File: src/rtl/core/spfs_pkg.sv
// Shared types, constants and register codes of the servo pulse frame sequencer.
package spfs_pkg;

    localparam int MAX_CHANNELS     = 8;
    localparam int DEF_NUM_CHANNELS = 8;
    localparam int POS_W            = 12;
    localparam int SLOT_W           = 4;
    localparam int TICK_W           = 16;
    localparam int PIN_W            = 8;
    localparam int SCALE_W          = 16;
    localparam int APB_DW           = 32;
    localparam int APB_AW           = 3;

    // raw / 1.846 in 16-bit fixed point.
    localparam logic [SCALE_W-1:0] SCALE_MUL   = 16'd35503;
    localparam logic [TICK_W-1:0]  FRAME_RESET = 16'd16250;
    localparam logic [SLOT_W-1:0]  SLOT_RESET  = 4'd9;

    localparam logic [MAX_CHANNELS-1:0][POS_W-1:0] POS_INIT = {
        12'd1000, 12'd1000, 12'd1000, 12'd1000,
        12'd1500, 12'd1000, 12'd1500, 12'd1500
    };

    localparam logic OP_PERIOD  = 1'b0;
    localparam logic OP_CHANNEL = 1'b1;

    localparam logic MODE_PARALLEL = 1'b0;
    localparam logic MODE_COMBINED = 1'b1;

    localparam logic REG_MODE  = 1'b0;
    localparam logic REG_FRAME = 1'b1;

    typedef struct packed {
        logic                              op;
        logic [MAX_CHANNELS-1:0][POS_W-1:0] pos;
    } t_cmd;

    typedef struct packed {
        logic [SLOT_W-1:0] slot;
        logic [PIN_W-1:0]  pins;
        logic [TICK_W-1:0] period;
    } t_result;

    typedef struct packed {
        logic mode;
        logic [TICK_W-1:0] frame_ticks;
    } t_cfg;

endpackage

File: src/rtl/core/spfs_queue.sv
// Two-entry queue used between front and back and at the result side.
module spfs_queue
    import spfs_pkg::*;
#(
    parameter int WIDTH = 8
) (
    input  logic             i_clk,
    input  logic             i_rst_n,
    input  logic             i_push,
    input  logic [WIDTH-1:0] i_data,
    output logic             o_full,
    input  logic             i_pop,
    output logic             o_empty,
    output logic [WIDTH-1:0] o_data
);

    logic [1:0]       r_cnt, n_cnt;
    logic [WIDTH-1:0] r_head, n_head;
    logic [WIDTH-1:0] r_tail, n_tail;
    logic             push_ok, pop_ok;

    assign o_full  = (r_cnt == 2'd2);
    assign o_empty = (r_cnt == 2'd0);
    assign o_data  = r_head;
    assign push_ok = i_push && !o_full;
    assign pop_ok  = i_pop && !o_empty;

    always_comb begin
        n_cnt  = r_cnt;
        n_head = r_head;
        n_tail = r_tail;
        case ({push_ok, pop_ok})
            2'b10: begin
                if (r_cnt == 2'd0) begin
                    n_head = i_data;
                end else begin
                    n_tail = i_data;
                end
                n_cnt = r_cnt + 2'd1;
            end
            2'b01: begin
                n_head = r_tail;
                n_cnt  = r_cnt - 2'd1;
            end
            2'b11: begin
                if (r_cnt == 2'd1) begin
                    n_head = i_data;
                end else begin
                    n_head = r_tail;
                    n_tail = i_data;
                end
            end
            default: begin
            end
        endcase
    end

    always_ff @(posedge i_clk) begin
        if (!i_rst_n) begin
            r_cnt <= 2'd0;
        end else begin
            r_cnt <= n_cnt;
        end
        r_head <= n_head;
        r_tail <= n_tail;
    end

endmodule

File: src/rtl/core/spfs_front.sv
// Front end: classifies an item and unpacks and scales its channel values.
module spfs_front
    import spfs_pkg::*;
(
    input  logic        i_op,
    input  logic [31:0] i_low_bytes_first,
    input  logic [15:0] i_high_nibbles_first,
    input  logic [31:0] i_low_bytes_second,
    input  logic [15:0] i_high_nibbles_second,
    output t_cmd        o_cmd
);

    logic [MAX_CHANNELS-1:0][POS_W-1:0] raw;
    logic [POS_W+SCALE_W-1:0]           prod [MAX_CHANNELS];

    // Two nibble bytes per group of four channels; an odd channel takes the high nibble.
    always_comb begin
        logic [31:0] lows;
        logic [15:0] nibs;
        logic [7:0]  nb;
        for (int k = 0; k < MAX_CHANNELS; k++) begin
            lows = (k < 4) ? i_low_bytes_first : i_low_bytes_second;
            nibs = (k < 4) ? i_high_nibbles_first : i_high_nibbles_second;
            nb   = nibs[8*((k%4)/2) +: 8];
            raw[k] = {((k % 2) == 1) ? nb[7:4] : nb[3:0], lows[8*(k%4) +: 8]};
        end
    end

    always_comb begin
        for (int k = 0; k < MAX_CHANNELS; k++) begin
            prod[k]     = {{SCALE_W{1'b0}}, raw[k]} * {{POS_W{1'b0}}, SCALE_MUL};
            o_cmd.pos[k] = prod[k][POS_W+SCALE_W-1:SCALE_W];
        end
        o_cmd.op = i_op;
    end

endmodule

File: src/rtl/core/spfs_back.sv
// Back end: keeps servo positions and steps the frame slot sequence.
module spfs_back
    import spfs_pkg::*;
#(
    parameter int NUM_CHANNELS = DEF_NUM_CHANNELS
) (
    input  logic    i_clk,
    input  logic    i_rst_n,
    input  t_cfg    i_cfg,
    input  logic    i_cmd_empty,
    input  t_cmd    i_cmd,
    output logic    o_cmd_pop,
    input  logic    i_res_full,
    output logic    o_res_push,
    output t_result o_res
);

    localparam logic [SLOT_W-1:0] NCH = SLOT_W'(NUM_CHANNELS);

    logic [MAX_CHANNELS-1:0][POS_W-1:0] r_pos, n_pos;
    logic [SLOT_W-1:0]                  r_slot, n_slot;
    logic [TICK_W-1:0]                  r_elapsed, n_elapsed;

    logic              is_chan;
    logic [SLOT_W-1:0] slot_inc;
    logic              wrap;
    logic              filler;
    logic [POS_W-1:0]  pos_sel;

    assign is_chan    = (i_cmd.op == OP_CHANNEL);
    assign o_cmd_pop  = !i_cmd_empty && (is_chan || !i_res_full);
    assign o_res_push = !i_cmd_empty && !is_chan && !i_res_full;

    assign slot_inc = r_slot + SLOT_W'(1);
    assign wrap     = (slot_inc > NCH);
    assign n_slot   = wrap ? '0 : slot_inc;
    assign filler   = (n_slot >= NCH);
    assign pos_sel  = r_pos[n_slot[2:0]];

    always_comb begin
        o_res.slot   = n_slot;
        o_res.period = filler ? (i_cfg.frame_ticks - r_elapsed)
                              : {{(TICK_W-POS_W){1'b0}}, pos_sel};
        if (filler || (i_cfg.mode == MODE_COMBINED && n_slot < SLOT_W'(4))) begin
            o_res.pins = '0;
        end else begin
            o_res.pins = PIN_W'(1) << n_slot[2:0];
        end
        // The filler pads the frame, so the running sum lands on the frame length.
        if (wrap) begin
            n_elapsed = {{(TICK_W-POS_W){1'b0}}, pos_sel};
        end else if (filler) begin
            n_elapsed = i_cfg.frame_ticks;
        end else begin
            n_elapsed = r_elapsed + {{(TICK_W-POS_W){1'b0}}, pos_sel};
        end
    end

    always_comb begin
        n_pos = r_pos;
        for (int k = 0; k < MAX_CHANNELS; k++) begin
            if (k < NUM_CHANNELS) begin
                n_pos[k] = i_cmd.pos[k];
            end
        end
    end

    always_ff @(posedge i_clk) begin
        if (!i_rst_n) begin
            r_pos     <= POS_INIT;
            r_slot    <= SLOT_RESET;
            r_elapsed <= '0;
        end else begin
            if (o_cmd_pop && is_chan) begin
                r_pos <= n_pos;
            end
            if (o_res_push) begin
                r_slot    <= n_slot;
                r_elapsed <= n_elapsed;
            end
        end
    end

    assert property (@(posedge i_clk) disable iff (!i_rst_n)
        (r_slot <= NCH) || (r_slot == SLOT_RESET))
    else $error("slot counter left the frame range");

    assert property (@(posedge i_clk) disable iff (!i_rst_n)
        o_res_push |-> $onehot0(o_res.pins))
    else $error("more than one servo pin raised");

    assert property (@(posedge i_clk) disable iff (!i_rst_n)
        (o_res_push && filler) |=> (r_elapsed == $past(i_cfg.frame_ticks)))
    else $error("elapsed sum does not match frame length after filler");

    assert property (@(posedge i_clk) disable iff (!i_rst_n)
        (o_cmd_pop && is_chan) |-> !o_res_push)
    else $error("channel transaction produced a result");

endmodule

File: src/rtl/core/servo_pulse_frame_sequencer.sv
// Top level of the servo pulse frame sequencer: config registers, queues, front and back.
//
//  channel   direction  handshake                    payload
//  input     in         push / full                  i_op, i_low_bytes_*, i_high_nibbles_*
//  result    out        pop / empty                  o_slot, o_pins_high, o_period_ticks
//  config    in/out     psel, penable, pwrite/pready paddr, pwdata, prdata
//
// One item is taken per cycle while full is low; the combinational front end feeds the
// command queue. The back end retires one command per cycle, but holds a period command
// while the result queue is full; results are registered in the result queue.
// Channel items give no result; period items give one each, held in a two-entry queue.
// Reset is synchronous and restores the reset positions, slot 9 and a zero elapsed sum.
// full rises only when both queues are filled because pop stays low.
module servo_pulse_frame_sequencer
    import spfs_pkg::*;
#(
    parameter int NUM_CHANNELS = DEF_NUM_CHANNELS
) (
    input  logic                i_clk,
    input  logic                i_rst_n,
    input  logic                push,
    output logic                full,
    input  logic                i_op,
    input  logic [31:0]         i_low_bytes_first,
    input  logic [15:0]         i_high_nibbles_first,
    input  logic [31:0]         i_low_bytes_second,
    input  logic [15:0]         i_high_nibbles_second,
    output logic                empty,
    input  logic                pop,
    output logic [SLOT_W-1:0]   o_slot,
    output logic [PIN_W-1:0]    o_pins_high,
    output logic [TICK_W-1:0]   o_period_ticks,
    input  logic                psel,
    input  logic                penable,
    input  logic                pwrite,
    input  logic [APB_AW-1:0]   paddr,
    input  logic [APB_DW-1:0]   pwdata,
    output logic [APB_DW-1:0]   prdata,
    output logic                pready
);

    logic        r_receiver_mode;
    logic [TICK_W-1:0] r_frame_ticks;
    logic        cfg_wr;
    t_cfg        cfg;

    t_cmd        front_cmd;
    t_cmd        cmd_head;
    logic        cmd_empty;
    logic        cmd_pop;

    t_result     res_in;
    t_result     res_head;
    logic        res_push;
    logic        res_full;

    assign pready = 1'b1;
    assign cfg_wr = psel && penable && pwrite && pready;

    always_ff @(posedge i_clk) begin
        if (!i_rst_n) begin
            r_receiver_mode <= MODE_PARALLEL;
            r_frame_ticks   <= FRAME_RESET;
        end else if (cfg_wr) begin
            unique case (paddr[2])
                REG_MODE:  r_receiver_mode <= pwdata[0];
                REG_FRAME: r_frame_ticks   <= pwdata[TICK_W-1:0];
                default: begin
                end
            endcase
        end
    end

    always_comb begin
        unique case (paddr[2])
            REG_MODE:  prdata = {{(APB_DW-1){1'b0}}, r_receiver_mode};
            REG_FRAME: prdata = {{(APB_DW-TICK_W){1'b0}}, r_frame_ticks};
            default:   prdata = '0;
        endcase
    end

    assign cfg.mode        = r_receiver_mode;
    assign cfg.frame_ticks = r_frame_ticks;

    spfs_front u_front (
        .i_op                  (i_op),
        .i_low_bytes_first     (i_low_bytes_first),
        .i_high_nibbles_first  (i_high_nibbles_first),
        .i_low_bytes_second    (i_low_bytes_second),
        .i_high_nibbles_second (i_high_nibbles_second),
        .o_cmd                 (front_cmd)
    );

    spfs_queue #(
        .WIDTH ($bits(t_cmd))
    ) u_cmd_q (
        .i_clk   (i_clk),
        .i_rst_n (i_rst_n),
        .i_push  (push),
        .i_data  (front_cmd),
        .o_full  (full),
        .i_pop   (cmd_pop),
        .o_empty (cmd_empty),
        .o_data  (cmd_head)
    );

    spfs_back #(
        .NUM_CHANNELS (NUM_CHANNELS)
    ) u_back (
        .i_clk       (i_clk),
        .i_rst_n     (i_rst_n),
        .i_cfg       (cfg),
        .i_cmd_empty (cmd_empty),
        .i_cmd       (cmd_head),
        .o_cmd_pop   (cmd_pop),
        .i_res_full  (res_full),
        .o_res_push  (res_push),
        .o_res       (res_in)
    );

    spfs_queue #(
        .WIDTH ($bits(t_result))
    ) u_res_q (
        .i_clk   (i_clk),
        .i_rst_n (i_rst_n),
        .i_push  (res_push),
        .i_data  (res_in),
        .o_full  (res_full),
        .i_pop   (pop),
        .o_empty (empty),
        .o_data  (res_head)
    );

    assign o_slot         = res_head.slot;
    assign o_pins_high    = res_head.pins;
    assign o_period_ticks = res_head.period;

endmodule
File: config.mk
export PLATFORM = sky130hd
export DESIGN_NAME = servo_pulse_frame_sequencer
export DESIGN_NICKNAME = d
export VERILOG_FILES = /design/src/rtl/core/spfs_pkg.sv /design/src/rtl/core/spfs_queue.sv /design/src/rtl/core/spfs_front.sv /design/src/rtl/core/spfs_back.sv /design/src/rtl/core/servo_pulse_frame_sequencer.sv
export SDC_FILE = /design/constraint.sdc
export NUM_CORES = 2
export LEC_CHECK = 0
export BUFFER_PORTS_ARGS = -buffer_cell sky130_fd_sc_hd__buf_4
export CORE_AREA = 2 2 262 264
export CTS_CLUSTER_SIZE = 25
export DETAILED_ROUTE_END_ITERATION = 8
export DIE_AREA = 0 0 264 266
export GPL_ROUTABILITY_DRIVEN = 0
export PLACE_DENSITY = 0.78
export REMOVE_ABC_BUFFERS = 1
export SLEW_MARGIN = 0
export SYNTH_ARGS = -nofsm -noshare
export SYNTH_HDL_FRONTEND = slang
export SYNTH_SLANG_ARGS = --single-unit
File: constraint.sdc
create_clock -name i_clk -period 25.3 [get_ports i_clk]
set_clock_uncertainty 0.05 [all_clocks]
set_input_delay 5.06 -clock i_clk [delete_from_list [all_inputs] [get_ports i_clk]]
set_output_delay 5.06 -clock i_clk [all_outputs]
set_load 0.1 [all_outputs]
==> summary.txt <==
Status: finished, final reports clean
#FFs+latches synth: 387
Initial Util: 59.0%
Crit path depth: 3
Rows: 96
Global route hottest layer: met2
Crit path from: paddr[2]
Setup bufs post-CTS: 0
Clk root buf: clkbuf_16
Number of enable flip-flop cells after synthesis: 250
Chip width: 264 um
LEAKAGE: 21.4 nW
Synth top area cells: fa_1, ha_1, edfxtp_1
CP endpoint: prdata[0]
Die footprint: 70,200 um^2
Crit path max-delay cell type: mux2_2
Detailed-route vias per instance: 5.51
Fin crit period: 10,990 ps
Main combinational cell family by area after synthesis: adder cells
Max IR drop VDD: 0.0000728 V
Crit path DAT: 5880 ps
Placed insts: 4,830
CTS Hold Bufs: 0
Final worst-path cycle share: 43.4%
R2R depth: 15
Non-filler cells, final: 4,903
Final Net Count: 5,243
Worst Setup End Kind: output port
Cell family with most CP delay: buffers and inverters
Vias in the first global route: 28,300
Setup TNS: 0 ps
Power per standard cell area: 114 nW/um^2
Synth Area in Adders: 43.1%
Count leader, synth: inv_1
# diodes: 0
Mapped Area: 40,000 um^2
Global-route wire length before repair: 138 mm
RSZ-0062 raised after global routing: no
Net Sw Power: 2.24 mW
Setup-failing EPs final: 0
Die span in y: 266 um
Xor and xnor fraction of the mapped netlist area: 2.12%
Worst Path Buf+Inv: 2
Met1 global-route usage: 31.0%
Sequential fraction of the synthesis area: 25.6%
Post-synthesis compound-gate area fraction: 11.2%
1st-iter DRT viols: 1,413
Final WL: 80.1 mm
Synth area leader: fa_1
Layout cells sized above 1: 7.26%
Post-DP HPWL: 64.7 mm
DRC Markers: 0
Synth unique cells: 84
CTS max path bufs: 3
H-tree depth: 2
Clock latency on the worst-skew pair: 560 ps
Max Slew Vio Count: 0
PostCTS Resize Cnt: 0
Routing usage on met3: 2.02%
FF-to-FF setup slack: 19,720 ps
Grt met2 use: 43.3%
Comb power frac: 63.2%
Int Pwr: 2.71 mW
IO buf count: 166
Critical Path Most Common Cell: buf_4
Hold Slack: 409 ps
Synth Area in Simple Gates: 7.99%
Crit Path Class: in2out
Initial antenna violation count: 0
Ys async rst share: 0%
Clk slew on worst S/H paths: 60 ps
Post-synthesis mux area share: 1.24%
Synth warn: 0
Core Region: 67,700 um^2
Synth Area per Inst: 10.4 um^2
Commonest cells in the netlist: inv_1, ha_1, fa_1, nand2_1, edfxtp_1
Largest net degree at the start of global routing: 106
Sw frac: 45.2%
Critical R2R Launch: u_back.r_slot[0]$_SDFFE_PN1P_
Final Hold Viols: 0
Synth top area share: 22.1%
Wire per inst: 16.3 um
Primary FF master, synth: edfxtp_1
Clock network power share: 11.9%
R2r endpoint: u_back.r_elapsed[13]$_SDFFE_PN0P_
GRT Overall Usage: 23.8%
DR vias: 27,000
Sequential power share: 25.0%
Area delta synth->final: 8.54%
Synth Instances: 3,860
Crit path launch type: input pin
TritonCTS Buffers: 40
CP required: 20,190 ps
Post-DRT Antenna Nets: 0
Crit-path cells: buf_4 -> mux2_2 -> buf_4
GRT Residual Overflow: 0
Pre-antenna DRT Iters: 7
Peak Freq: 91.0 MHz
IO Pins: 202
Max Cap Viol: 0
Worst Path Max Fanout: 20
TritonCTS clock tree: done
Crit-path max cell delay: 370 ps
Worst slew pin tran: 1110 ps
HP Class: reg2reg
Sink Count: 387
Slew HR: 25.6%
-- state kept, by name (all words and copies together), names as in the netlist, 4 cells and up --
signal and cells:
u_back.r_pos 96, u_cmd_q.r_tail 97, u_res_q.r_tail 28, u_back.r_elapsed 16, u_res_q.o_data 28, r_frame_ticks 16
u_cmd_q.o_data 97, u_back.r_slot 4
-- tightest hold or removal path, stage by stage (launching register included) --
cell,delay [ps]
edfxtp_1,320
nand2_1,50
nand3_1,70
-- metrics by stage --
step	cell area, um^2	setup WS [ps]	total power [mW]	utilization [%]
after global placement	42100	14310	4.26	62.1
after floorplan	39500	12370	3.60	-
after global routing	43400	14270	5.43	64.1
after CTS	43400	14300	4.99	64.1
after detailed placement	42100	14300	4.37	62.1
final	43400	14310	4.95	64.1
-- worst min-delay path by stage --
stage	from	cells after the start	slack, ps	end
after floorplan	u_back.r_pos[68]$_SDFFE_PN1P_	2	380	u_back.r_pos[68]$_SDFFE_PN1P_
after global placement	u_cmd_q.o_data[42]$_DFFE_PP_	2	390	u_back.r_pos[42]$_SDFFE_PN1P_
after detailed placement	u_cmd_q.o_data[38]$_DFFE_PP_	2	390	u_back.r_pos[38]$_SDFFE_PN1P_
after CTS	u_cmd_q.o_data[38]$_DFFE_PP_	2	410	u_back.r_pos[38]$_SDFFE_PN1P_
after global routing	u_cmd_q.o_data[38]$_DFFE_PP_	2	420	u_back.r_pos[38]$_SDFFE_PN1P_
final	u_cmd_q.o_data[89]$_DFFE_PP_	2	410	u_back.r_pos[89]$_SDFFE_PN1P_
-- placed cells by master (no fill, tap or decap), types with 17 or more instances in the layout --
cell type  instances
a211oi_1          37
a21boi_0          57
a21o_1            59
a21oi_1          117
a22o_1            95
a31oi_1           18
and2_1            29
and3_1            17
buf_4            185
clkbuf_16         41
conb_1            17
dfxtp_1          137
edfxtp_1         250
fa_1             442
ha_1             672
inv_1            785
mux2i_1           20
nand2_1          331
nand3_1          111
nor2_1            76
nor3_1            31
o21a_1            24
o21ai_0           54
o21ai_1           31
o31ai_1           18
xnor2_1           55
xor2_1            42
-- layer usage --
layer | vias to the layer above | wire (um)
met1 | 13200 | 34900
li1 | 13200 | -
met3 | 85 | 2570
met5 | - | 0
met2 | 477 | 41300
met4 | 0 | 1400
-- final cells by class --
cell class              instances  area, um^2
clock inverters                19         193
flip-flops and latches        387       10200
well taps                     882        1100
multi-input cells            2588       26400
fillers                      5447       24300
clock buffers                  54        1120
inverters                     788        2960
repair buffers                185        1390
-- logic make-up (layout without fill, tap and decap cells) --
kind of cell	count (synthesis)	in the layout
adder cells (fa/ha/maj)	1114	1114
buffers and inverters	900	1046
AND/OR/NAND/NOR	690	690
AO/OA/AOI/OAI	630	630
flip-flops	387	387
XOR/XNOR	97	97
multiplexers	40	40
other	2	17
-- power groups by stage --
stage	Sequential [mW]	Clock [mW]	Combinational [mW]
2_1_floorplan	1.40	0	2.21
3_3_place_gp	1.24	0	3.02
3_5_place_dp	1.25	0	3.12
4_1_cts	1.24	0.595	3.15
5_1_grt	1.26	0.618	3.55
6_report	1.24	0.587	3.13
Power figures use the tool's default switching activity.
